<file path="config.mk">
export PLATFORM = sky130hd
export DESIGN_NAME = bcmp_ctrl
export DESIGN_NICKNAME = d
export VERILOG_FILES = /design/src/bcmp_pkg.sv /design/src/bcmp_ctrl.sv
export SDC_FILE = /design/constraint.sdc
export NUM_CORES = 1
export LEC_CHECK = 0
export ABC_AREA = 1
export BUFFER_PORTS_ARGS = -buffer_cell sky130_fd_sc_hd__buf_2
export CAP_MARGIN = 20
export CORE_MARGIN = 1
export CORE_UTILIZATION = 40
export CTS_BUF_LIST = sky130_fd_sc_hd__clkbuf_16
export DETAILED_ROUTE_END_ITERATION = 10
export PLACE_DENSITY = 0.71
export SETUP_SLACK_MARGIN = 0.2
export SYNTH_ARGS = -nofsm -noshare
export SYNTH_HDL_FRONTEND = slang
export SYNTH_SLANG_ARGS = --single-unit
</file>
<file path="constraint.sdc">
create_clock -name i_clk -period 10.25 [get_ports i_clk]
set_input_delay 1.5375 -clock i_clk [delete_from_list [all_inputs] [get_ports i_clk]]
set_output_delay 1.5375 -clock i_clk [all_outputs]
set_load 0.01 [all_outputs]
</file>
<file path="src/bcmp_pkg.sv">
// Shared types and constants for the binomial coefficient mod prime block.
// Depends on nothing.
`default_nettype none
package bcmp_pkg;
    localparam logic [29:0] PRIME = 30'd998244353;
    localparam int          VW    = 30;
    localparam logic [30:0] BARRETT_MU = 31'((64'd1 << 60) / 64'(PRIME));

    localparam logic [1:0] ST_OK     = 2'd0;
    localparam logic [1:0] ST_RANGE  = 2'd1;
    localparam logic [1:0] ST_NOTRDY = 2'd2;

    localparam logic [3:0] S_NONE   = 4'd0;
    localparam logic [3:0] S_DIV    = 4'd1;
    localparam logic [3:0] S_RDINV  = 4'd2;
    localparam logic [3:0] S_MULINV = 4'd3;
    localparam logic [3:0] S_WRINV  = 4'd4;
    localparam logic [3:0] S_MULFAC = 4'd5;
    localparam logic [3:0] S_WRFAC  = 4'd6;
    localparam logic [3:0] S_MULFI  = 4'd7;
    localparam logic [3:0] S_WRFI   = 4'd8;
    localparam logic [3:0] S_WRONE  = 4'd9;
    localparam logic [3:0] S_QRD    = 4'd10;
    localparam logic [3:0] S_QMUL1  = 4'd11;
    localparam logic [3:0] S_QMUL2  = 4'd12;

    typedef struct packed {
        logic mul_busy;
        logic div_busy;
    } t_status;
endpackage
`default_nettype wire

</file>
<file path="src/bcmp_ctrl.sv">
// Controller state machine: sequences table build and queries over the datapath.
// Depends on bcmp_pkg.
`default_nettype none
module bcmp_ctrl
    import bcmp_pkg::*;
#(
    parameter int TABLE_SIZE = 4096,
    parameter int IW = (TABLE_SIZE > 2) ? $clog2(TABLE_SIZE) : 1
) (
    input  wire logic          i_clk,
    input  wire logic          i_rst_n,
    input  wire logic          i_go,
    input  wire logic          i_action,
    input  wire logic [12:0]   i_n,
    input  wire logic [12:0]   i_k,
    input  t_status            i_status,
    input  wire logic [VW-1:0] i_mul,
    output logic [3:0]         o_step,
    output logic               o_load,
    output logic [IW-1:0]      o_n,
    output logic [IW-1:0]      o_k,
    output logic [IW-1:0]      o_idx,
    output logic               o_busy,
    output logic               o_done,
    output logic [VW-1:0]      o_value,
    output logic [1:0]         o_stat
);
    typedef enum logic [4:0] {
        IDLE, B_ONE, B_DIV, B_DWAIT, B_RDINV, B_MINV, B_WINV, B_MFAC, B_WFAC,
        B_MFI, B_WFI, Q_RD, Q_M1, Q_W1, Q_M2, Q_W2
    } t_state;

    t_state        r_state;
    logic [IW:0]   r_i;
    logic [IW-1:0] r_n, r_k;
    logic          r_ready, r_done;
    logic [VW-1:0] r_value;
    logic [1:0]    r_stat;
    logic signed [12:0] sn, sk;

    assign sn = i_n;
    assign sk = i_k;

    always_ff @(posedge i_clk) begin
        if (!i_rst_n) begin
            r_state <= IDLE;
            r_ready <= 1'b0;
            r_done  <= 1'b0;
            r_i     <= '0;
        end else begin
            r_done <= 1'b0;
            case (r_state)
                IDLE: if (i_go) begin
                    r_value <= '0;
                    r_stat  <= ST_OK;
                    if (!i_action) begin
                        r_i     <= '0;
                        r_state <= B_ONE;
                    end else if (!r_ready) begin
                        r_stat <= ST_NOTRDY;
                        r_done <= 1'b1;
                    end else if (sn < sk || sn < 0 || sk < 0) begin
                        r_done <= 1'b1;
                    end else if (32'(sn) >= TABLE_SIZE) begin
                        r_stat <= ST_RANGE;
                        r_done <= 1'b1;
                    end else begin
                        r_n     <= IW'(i_n);
                        r_k     <= IW'(i_k);
                        r_state <= Q_RD;
                    end
                end
                B_ONE: begin
                    r_i     <= r_i + 1'b1;
                    r_state <= (r_i == (IW+1)'(1)) ?
                        ((TABLE_SIZE > 2) ? B_DIV : IDLE) : B_ONE;
                    if (r_i == (IW+1)'(1) && TABLE_SIZE <= 2) begin
                        r_ready <= 1'b1;
                        r_done  <= 1'b1;
                    end
                end
                B_DIV:   r_state <= B_DWAIT;
                B_DWAIT: if (!i_status.div_busy) r_state <= B_RDINV;
                B_RDINV: r_state <= B_MINV;
                B_MINV:  r_state <= B_WINV;
                B_WINV:  if (!i_status.mul_busy) r_state <= B_MFAC;
                B_MFAC:  r_state <= B_WFAC;
                B_WFAC:  if (!i_status.mul_busy) r_state <= B_MFI;
                B_MFI:   r_state <= B_WFI;
                B_WFI:   if (!i_status.mul_busy) begin
                    if (r_i == (IW+1)'(TABLE_SIZE - 1)) begin
                        r_ready <= 1'b1;
                        r_done  <= 1'b1;
                        r_state <= IDLE;
                    end else begin
                        r_i     <= r_i + 1'b1;
                        r_state <= B_DIV;
                    end
                end
                Q_RD: r_state <= Q_M1;
                Q_M1: r_state <= Q_W1;
                Q_W1: if (!i_status.mul_busy) r_state <= Q_M2;
                Q_M2: r_state <= Q_W2;
                Q_W2: if (!i_status.mul_busy) begin
                    r_value <= i_mul;
                    r_done  <= 1'b1;
                    r_state <= IDLE;
                end
                default: r_state <= IDLE;
            endcase
        end
    end

    always_comb begin
        case (r_state)
            B_ONE:   o_step = S_WRONE;
            B_DIV:   o_step = S_DIV;
            B_RDINV: o_step = S_RDINV;
            B_MINV:  o_step = S_MULINV;
            B_WINV:  o_step = i_status.mul_busy ? S_NONE : S_WRINV;
            B_MFAC:  o_step = S_MULFAC;
            B_WFAC:  o_step = i_status.mul_busy ? S_NONE : S_WRFAC;
            B_MFI:   o_step = S_MULFI;
            B_WFI:   o_step = i_status.mul_busy ? S_NONE : S_WRFI;
            Q_RD:    o_step = S_QRD;
            Q_M1:    o_step = S_QMUL1;
            Q_M2:    o_step = S_QMUL2;
            default: o_step = S_NONE;
        endcase
    end

    assign o_load  = (r_state == B_ONE);
    assign o_n     = r_n;
    assign o_k     = r_k;
    assign o_idx   = r_i[IW-1:0];
    assign o_busy  = (r_state != IDLE) || r_done;
    assign o_done  = r_done;
    assign o_value = r_value;
    assign o_stat  = r_stat;
endmodule
`default_nettype wire

</file>
# ---- After elaboration in Yosys (flattened, before gate mapping)
# Cells that the tools add are included.
dict set report totals {
  ff_bits 76
  latch_bits 0
  ramBits 0
  rom_bits 0
  inputBits 62
  output_inout_bits 75
  word_cells 100
  n_memories 0
}
dict set report op_classes {
  n_addsub 1
  n_mul 0
  div 0
  order_cmp 4
  n_eq_ne 29
  shifts 0
  n_mux 38
  bitwise 5
  reduce_logical 14
}
# cell count
set ops {}
lappend ops {{one-hot mux 5 bit (16 select lines)} 1}
lappend ops {{2-to-1 mux 30 bit} 2}
lappend ops {{one-hot mux 30 bit (2 select lines)} 1}
lappend ops {{2-to-1 mux 5 bit} 11}
lappend ops {{2-to-1 mux 13 bit} 4}
lappend ops {{one-hot mux 4 bit (12 select lines)} 1}
lappend ops {{== test 5 x 4 -> 1 bit, second input constant} 8}
lappend ops {{one-hot mux 13 bit (3 select lines)} 1}
lappend ops {{< comparator 13 x 1 -> 1 bit, second input constant} 2}
lappend ops {{== test 5 x 3 -> 1 bit, second input constant} 4}
lappend ops {{inequality test 2 bit, second input constant} 9}
lappend ops {{>= comparator 13 x 14 -> 1 bit, second input constant} 1}
lappend ops {{adder 13 x 1 -> 13 bit, second input constant} 1}
lappend ops {{== test 13 x 1 -> 1 bit, second input constant} 1}
lappend ops {{== test 13 x 12 -> 1 bit, second input constant} 1}
lappend ops {{< comparator 13 bit} 1}
lappend ops {{== test 5 x 2 -> 1 bit, second input constant} 2}
lappend ops {{2-to-1 mux 1 bit} 10}
lappend ops {{AND reduction 10 bit} 1}
lappend ops {{inequality test 3 bit, second input constant} 3}
lappend ops {{AND reduction 7 bit} 1}
lappend ops {{2-to-1 mux 2 bit} 3}
lappend ops {{2-to-1 mux 3 bit} 2}
lappend ops {{AND reduction 3 bit} 2}
lappend ops {{other kinds (12)} 18}

# ---- Depth between registers and ports, before layout
# Gate-level depths: netlist of run 1.
dict set report logic_depth {
  depth_word 8
  mapped_depth 15
}

# ---- Worst setup path before layout of run 1
# OpenSTA, ideal clock, no wires.
dict set report synth_timing {
  kind {input-to-reg}
  start {input port i_k[12]}
  end {register r_k[0] (netlist: o_k[0]) (enable)}
  arrival_time_ns 4.804
  t_required_ns 9.784
  setup_slack_ns 4.981
  cell_stages 10
  path_buffers 0
  cell_sequence {inv_1 ha_1 nand2_1 nor2_1 nand2_1 nor2_1 nand2_1 nand3_1 nand4_1 nor4_1}
}
dict set report synth_via {
  elab_chain_len 5
  word_cells_on_any_way 6
  classes_between {order compare: 2; bitwise: 1; reduce/logical: 3}
}
# element line_no
set synth_lines {}
lappend synth_lines {{start, declared} bcmp_ctrl.sv:15} ;# input wire logic [12:0] i_k,
lappend synth_lines {{< comparator 13 bit} bcmp_ctrl.sv:62} ;# end else if (sn < sk || sn < 0 || sk < 0) begin
lappend synth_lines {{logical OR 1 bit} bcmp_ctrl.sv:62}
lappend synth_lines {{logical OR 1 bit (*)} bcmp_ctrl.sv:62}
lappend synth_lines {{inverter 1 bit (no line) (*)} --}
lappend synth_lines {{AND reduction 7 bit (no line) (*)} --}
lappend synth_lines {{end signal, assigned} bcmp_ctrl.sv:69} ;# r_k <= IW'(i_k);
lappend synth_lines {{end, declared} bcmp_ctrl.sv:35} ;# logic [IW-1:0] r_n, r_k;
# Every way passes the cells marked *; elsewhere a longest branch is shown, timed or not.
# A chain may end at the register's enable or synchronous reset.

# ---- Final worst setup path of run 1
dict set report layout_timing {
  start {input port i_status[1] in the netlist's numbering}
  end {output port o_step[2]}
}
dict set report layout_via {
  elab_chain_len 2
  word_cells_on_any_way 3
  classes_between {mux: 3}
}
# element line_no
set layout_lines {}
lappend layout_lines {{start, declared} bcmp_ctrl.sv:16} ;# input t_status i_status,
lappend layout_lines {{2-to-1 mux 3 bit (on tied branches)} {bcmp_ctrl.sv:122, bcmp_ctrl.sv:120}}
lappend layout_lines {{one-hot mux 4 bit (12 select lines) (*)} bcmp_ctrl.sv:115} ;# case (r_state)
lappend layout_lines {{end, declared} bcmp_ctrl.sv:18} ;# output logic [3:0] o_step,
# Marked as above.

==> qor.yml, run 1 <==
clock_path_buffers: 2
nFillCells: 855
ys.warnings.count: 0
path_delay_family: "buffers and inverters"
ff_latch_area_um2: 2030
cts_root_buf: "clkbuf_16"
die_h_um: 99.2
multi_input_area_um2: 1320
critical_path.max_stage_delay_ps: 220
netlist_area_um2: 3780
crit_slowest_cell: "a21oi_1"
antenna_found_initial: 0
postLayoutCoreUtil: 0.523
ys_top_cells_by_count: "inv_1, nor2_1, nand2_1"
place_ws_ps: 6510
fp.dieArea_um2: 9850
path_buf_inv: 3
required_ps: 8710
coreArea_um2: 9200
num_antenna_cells: 0
peakVddDrop_uv: 114
p_leak_nw: 2.31
async_flop_share: 0
fp-row-count: 35
cts_max_level: 3
worstMarginPinSlew_ps: 943
cts_setup_buffers: 0
netlist_instances: 421
cp-end-kind: "primary output"
syn_avg_cell_area_um2: 8.98
crit_chain: "buf_2 -> inv_1 -> a21oi_1 -> o2111ai_1 -> buf_2"
dominantRegCellSynth: "edfxtp_1"
place.gp.congestion: 0.862
track_usage: 0.169
crit_fanout: 7
routed_wirelength_mm: 8.16
first_pass_iters: 4
slew_headroom: 0.370
vias_per_cell: 4.68
cp-start-kind: "primary input"
clkLatencyLatePin_ps: 330
dpl.hpwl_mm: 6.25
fp.dieW_um: 99.2
timing.final.crit_period_ps: 3760
cts_hold_buf: 0
final_nets: 627
setup-violations-final: 0
clkTransAtPathRegs_ps: 60
fmax_mhz: 266
synthesis.nets: 497
max-cap-violations: 0
wl_per_cell_um: 12.2
hp-class: "reg2reg"
worst-setup-path-type: "in2out"
clock_skew_ps: 7.62
ys_top_cells_by_area: "edfxtp_1, dfxtp_1, inv_1"
hold_violations: 0
setup_tns_ps: 0
grt_max_degree: 31
yosysTopAreaCellShare: 0.437
grt_pass1_wl_mm: 12.9
start_util: 0.411
setup_slack_ps: 6490
drt-initial-drc-count: 113
synth-seq-cells: 74
ios: 137
cp_common_cell: "buf_2"
post-synth-top-count-cell: "inv_1"
synthDistinctLibCells: 34
critPathArrivalTime_ps: 2220
power_density_nw_per_um2: 210
synth_area_leader_cell: "edfxtp_1"
maxSlewViolCount: 0
cts_resized: 0
io_buffers: 135
layout-drive-gt1-share: 0.330
synth_edf_count: 55
status: "completed"
post-route-drc-count: 0
cts_tree: "done"
grt_pass1_vias: 2867
grt_overflow: 0
ys_seq_area_frac: 0.537
areaGrowthSynthToFinish_pct: 27.2
ant_nets: 0
vias: 3114
rsz0062_at_grt: "false"
period_share: 0.366
numClockSinks: 74
numCtsBuffers: 9
area by class of cell:
| type | instances | area share |
|---|---|---|
| tap | 111 | 0.0289 |
| clock inverter | 6 | 0.0172 |
| sequential | 74 | 0.423 |
| clock buffer | 9 | 0.0468 |
| multi-input combinational | 243 | 0.274 |
| inverter | 87 | 0.0684 |
| timing repair buffer | 136 | 0.142 |
report_power, final:
| part | total, mW | internal [mW] | switching [mW] | leakage (nW) |
|---|---|---|---|---|
| Clock | 0.325 | 0.210 | 0.115 | 0.143 |
| Sequential | 0.385 | 0.367 | 0.0174 | 0.666 |
| Combinational | 0.298 | 0.0993 | 0.199 | 1.51 |
| Total | 1.01 | 0.676 | 0.331 | 2.31 |
metal layers:
layer	wire, µm	track usage	vias up
met2	4050	0.292	101
li1	-	-	1600
met4	179	0.0860	0
met3	436	0.0351	12
met5	0	0	-
met1	3490	0.199	1401
kinds of logic after synthesis:
kind of cell	count (synthesis)	synth area share
simple gates	192	0.239
flops	74	0.537
buf+inv	104	0.119
other cells	1	0.000992
xor+xnor	3	0.00695
compound gates	33	0.0503
fa+ha+maj	14	0.0463
state kept, by name, indices dropped and copies added, names as in the netlist:
register,flops
o_done,1
o_k,12
o_n,12
o_stat,1
o_value,30
r_i,13
r_ready,1
r_state,4
placed cells by master, fill, tap and decap left out, drive strengths merged, types with 7 or more instances in the layout:
| cell | synthesis | layout |
|---|---|---|
| nand4 | 7 | 7 |
| a21oi | 17 | 17 |
| dfxtp | 19 | 19 |
| nand2 | 71 | 71 |
| edfxtp | 55 | 55 |
| o21ai | 11 | 11 |
| clkbuf | 3 | 9 |
| nand3 | 20 | 20 |
| ha | 14 | 14 |
| nor2 | 76 | 76 |
| nor3 | 12 | 12 |
| inv | 86 | 86 |
| buf | 14 | 136 |
metrics by stage:
| step | hold WS [ps] | cell area, µm² | power [mW] | instances |
|---|---|---|---|---|
| 2_1_floorplan | 447 | 3780 | 0.602 | 421 |
| 3_3_place_gp | 466 | 4500 | 0.685 | 651 |
| 3_5_place_dp | 470 | 4500 | 0.690 | 651 |
| 4_1_cts | 484 | 4810 | 1.02 | 666 |
| 5_1_grt | 510 | 4810 | 1.06 | 666 |
| 6_report | 480 | 4810 | 1.01 | 666 |
path summary, 6_finish.rpt:
path	startpoint	endpoint	slack, ps	depth (start not counted)
hold / removal	r_i[5]$_SDFFE_PN0P_	r_i[5]$_SDFFE_PN0P_	480	1
hold reg to reg	r_i[5]$_SDFFE_PN0P_	r_i[5]$_SDFFE_PN0P_	480	1
setup / recovery	i_status[1]	o_step[2]	6490	5
setup reg to reg	r_state[0]$_SDFFE_PN0P_	o_value[29]$_SDFFCE_PN0P_	8140	4
worst reg2reg max path: cells and delay by family (launching register included):
family / cells / cell delay, ps
AOI/OAI and AO/OA: 1 / 770
DFF: 1 / 450
and+or+nand+nor: 3 / 500
Power figures use the tool's default switching activity.
==> run 2: changes to the inputs <==
ABC_AREA = 0   (was 1)
PLACE_DENSITY = 0.74   (was 0.71)
clock period = 3.1 ns   (was 10.25 ns; I/O delays follow)
==> run 2 against run 1 <==
Via count is 9.3% lower. Worst hold slack got worse by 160 ps. Core utilization up 0.66 points. Sequential share of layout area is 1.8 points higher. Synthesized cell count down 23%. Critical path type is now reg2reg. Wire length shrank 5.2%. Register-to-register slack worse by 7500 ps. Area after synthesis shrank 4.9%.
==> qor.yml, run 2 <==
status: "completed"
final_nets: 530
grt_overflow: 0
power_frac_comb: 0.286
rsz0062_at_grt: "false"
cts_resized: 0
num_antenna_cells: 0
numCtsBuffers: 9
setup_tns_ps: 0
worst_r2r_endpoint: "r_i[7]$_SDFFE_PN0P_"
hp-class: "in2reg"
r2r-start: "r_state[1]$_SDFFE_PN0P_"
routed_wirelength_mm: 7.73
dp.cells: 551
vias: 2824
p_leak_nw: 2.01
cp-end-kind: "flip-flop"
grt_pass1_wl_mm: 12.6
crit_fanout: 12
timing.final.crit_period_ps: 2500
crit_start: "r_state[1]$_SDFFE_PN0P_"
drt-initial-drc-count: 120
fp-row-count: 34
grt_pass1_vias: 2598
holdWs_ps: 322
vias_per_cell: 4.99
dpl.hpwl_mm: 5.76
worstRegToRegCells: 8
areaGrowthSynthToFinish_pct: 28.4
cts_max_level: 3
wl_per_cell_um: 13.7
nFillCells: 782
final_common_cell: "buf_2"
grt_max_degree: 32
crit_chain: "buf_4 -> and3_1 -> o21ai_1 -> and3_1 -> nand2_1 -> o31ai_1 -> buf_4 -> a21oi_1"
cp-start-kind: "flip-flop"
cts_root_buf: "clkbuf_16"
ant_nets: 0
async_flop_share: 0
clock_skew_ps: 8.51
yosysTopAreaCellShare: 0.459
io_buffers: 135
crit_slowest_cell: "o31ai_1"
netlist_area_um2: 3590
ios: 137
fp.dieArea_um2: 9370
coreArea_um2: 8720
worst-setup-path-type: "reg2reg"
path_delay_family: "compound AO/OA/AOI/OAI gates"
switching_power_mw: 0.984
hold_depth: 1
antenna_found_initial: 0
ys_top_cells_by_area: "edfxtp_1, dfxtp_1, and2_1"
syn_avg_cell_area_um2: 11.0
cts_setup_buffers: 0
pwr-share-seq: 0.394
maxSlewViolCount: 0
worst-path-stages: 8
ys_top_cells_by_count: "edfxtp_1, and2_1, nor2_1"
layout-drive-gt1-share: 0.373
synth_edf_count: 55
multi_input_area_um2: 1340
worstMarginPinSlew_ps: 972
fmax_mhz: 400
period_share: 0.807
path_buf_inv: 2
clock_path_buffers: 2
ys_seq_area_frac: 0.565
power_density_nw_per_um2: 686
fp.dieW_um: 96.8
ff_latch_area_um2: 2030
clkPwrFrac: 0.320
die_h_um: 96.8
slew_headroom: 0.346
netlist_instances: 326
clkTransAtPathRegs_ps: 60
final_cell_mix: "buf_2, edfxtp_1, and2_1"
placed_area_um2: 4320
max-cap-violations: 0
ys.warnings.count: 0
place.gp.congestion: 0.932
critPathArrivalTime_ps: 2710
hold_violations: 0
post-synth-top-count-cell: "edfxtp_1"
track_usage: 0.169
setup-violations-final: 0
cts_tree: "done"
dominantRegCellSynth: "edfxtp_1"
numClockSinks: 74
synth_area_leader_cell: "edfxtp_1"
first_pass_iters: 4
synthDistinctLibCells: 56
r2r_slack_ps: 600
stdcell_count: 566
critical_path.max_stage_delay_ps: 790
required_ps: 3310
largest_register_ffs: 30
final_cell_area_um2: 4620
peakVddDrop_uv: 327
cts_hold_buf: 0
internal-power_mw: 2.18
switching_share: 0.311
synthesis.nets: 402
post-route-drc-count: 0
clkLatencyLatePin_ps: 330
synth-seq-cells: 74
start_util: 0.412
crit_end: "r_i[7]$_SDFFE_PN0P_"
[run 2: cell types whose count changed after synthesis, sizes merged, moves of 4 or more]
cell / change
a21oi: +5
and2: +36
and3: +4
buf: +9
inv: -67
nand2: -54
nand2b: +4
nand3: -13
nor2: -53
nor2b: +7
nor3: -8
or3: +6
[run 2: metrics by stage]
step	utilization	power [mW]	worst slack, ps
floorplan	-	1.86	506
global placement	0.496	2.16	510
detailed placement	0.496	2.18	424
CTS	0.529	3.20	563
global route	0.529	3.35	334
finish	0.529	3.17	599
[run 2: cells by family (layout without fill, tap and decap cells)]
kind of cell / Yosys count / in the layout / share of synthesized area
simple gates: 125 / 125 / 0.197
compound gates: 57 / 57 / 0.0992
buf+inv: 46 / 178 / 0.0658
other cells: 1 / 1 / 0.00104
flops: 74 / 74 / 0.565
fa+ha+maj: 14 / 14 / 0.0487
mux: 2 / 2 / 0.00592
xor+xnor: 7 / 7 / 0.0171
[run 2: worst reg2reg max path, delay by kind of cell, from the launching register on]
family | cells | cell delay [ps]
buffers and inverters | 2 | 510
AND/OR/NAND/NOR | 3 | 440
AO/OA/AOI/OAI | 3 | 1010
flip-flops | 1 | 420
[run 2: final cells by class]
class	instances	area share
Tap cell	108	0.0293
Clock inverter	6	0.0146
Timing Repair Buffer	144	0.161
Clock buffer	9	0.0488
Sequential cell	74	0.440
Inverter	19	0.0154
Multi-Input combinational cell	206	0.291
[run 2: worst min path at each step]
stage / startpoint / to / slack, ps
after floorplan: r_i[12]$_SDFFE_PN0P_ / r_i[12]$_SDFFE_PN0P_ / 470
after global placement: r_i[12]$_SDFFE_PN0P_ / r_i[12]$_SDFFE_PN0P_ / 490
after detailed placement: r_i[12]$_SDFFE_PN0P_ / r_i[12]$_SDFFE_PN0P_ / 500
after CTS: i_k[0] / o_k[0]$_DFFE_PP_ / 310
after global routing: i_k[9] / o_k[9]$_DFFE_PP_ / 310
final: i_k[0] / o_k[0]$_DFFE_PP_ / 320
[run 2: metal layers]
layer  share of wire  GRT usage  wire length [µm]  vias up
li1                -          -                 -     1406
met1            0.44      0.214              3430     1296
met2            0.48      0.267              3670      108
met3           0.060     0.0549               463       14
met4           0.022     0.0677               170        0
met5               0          0                 0        -
[run 2: power by group through the flow]
stage | Combinational (mW) | Clock, mW | Sequential (mW)
global placement | 0.893 | 0 | 1.27
finish | 0.906 | 1.01 | 1.25
CTS | 0.913 | 1.04 | 1.25
detailed placement | 0.910 | 0 | 1.27
floorplan | 0.589 | 0 | 1.27
global route | 1.01 | 1.08 | 1.26
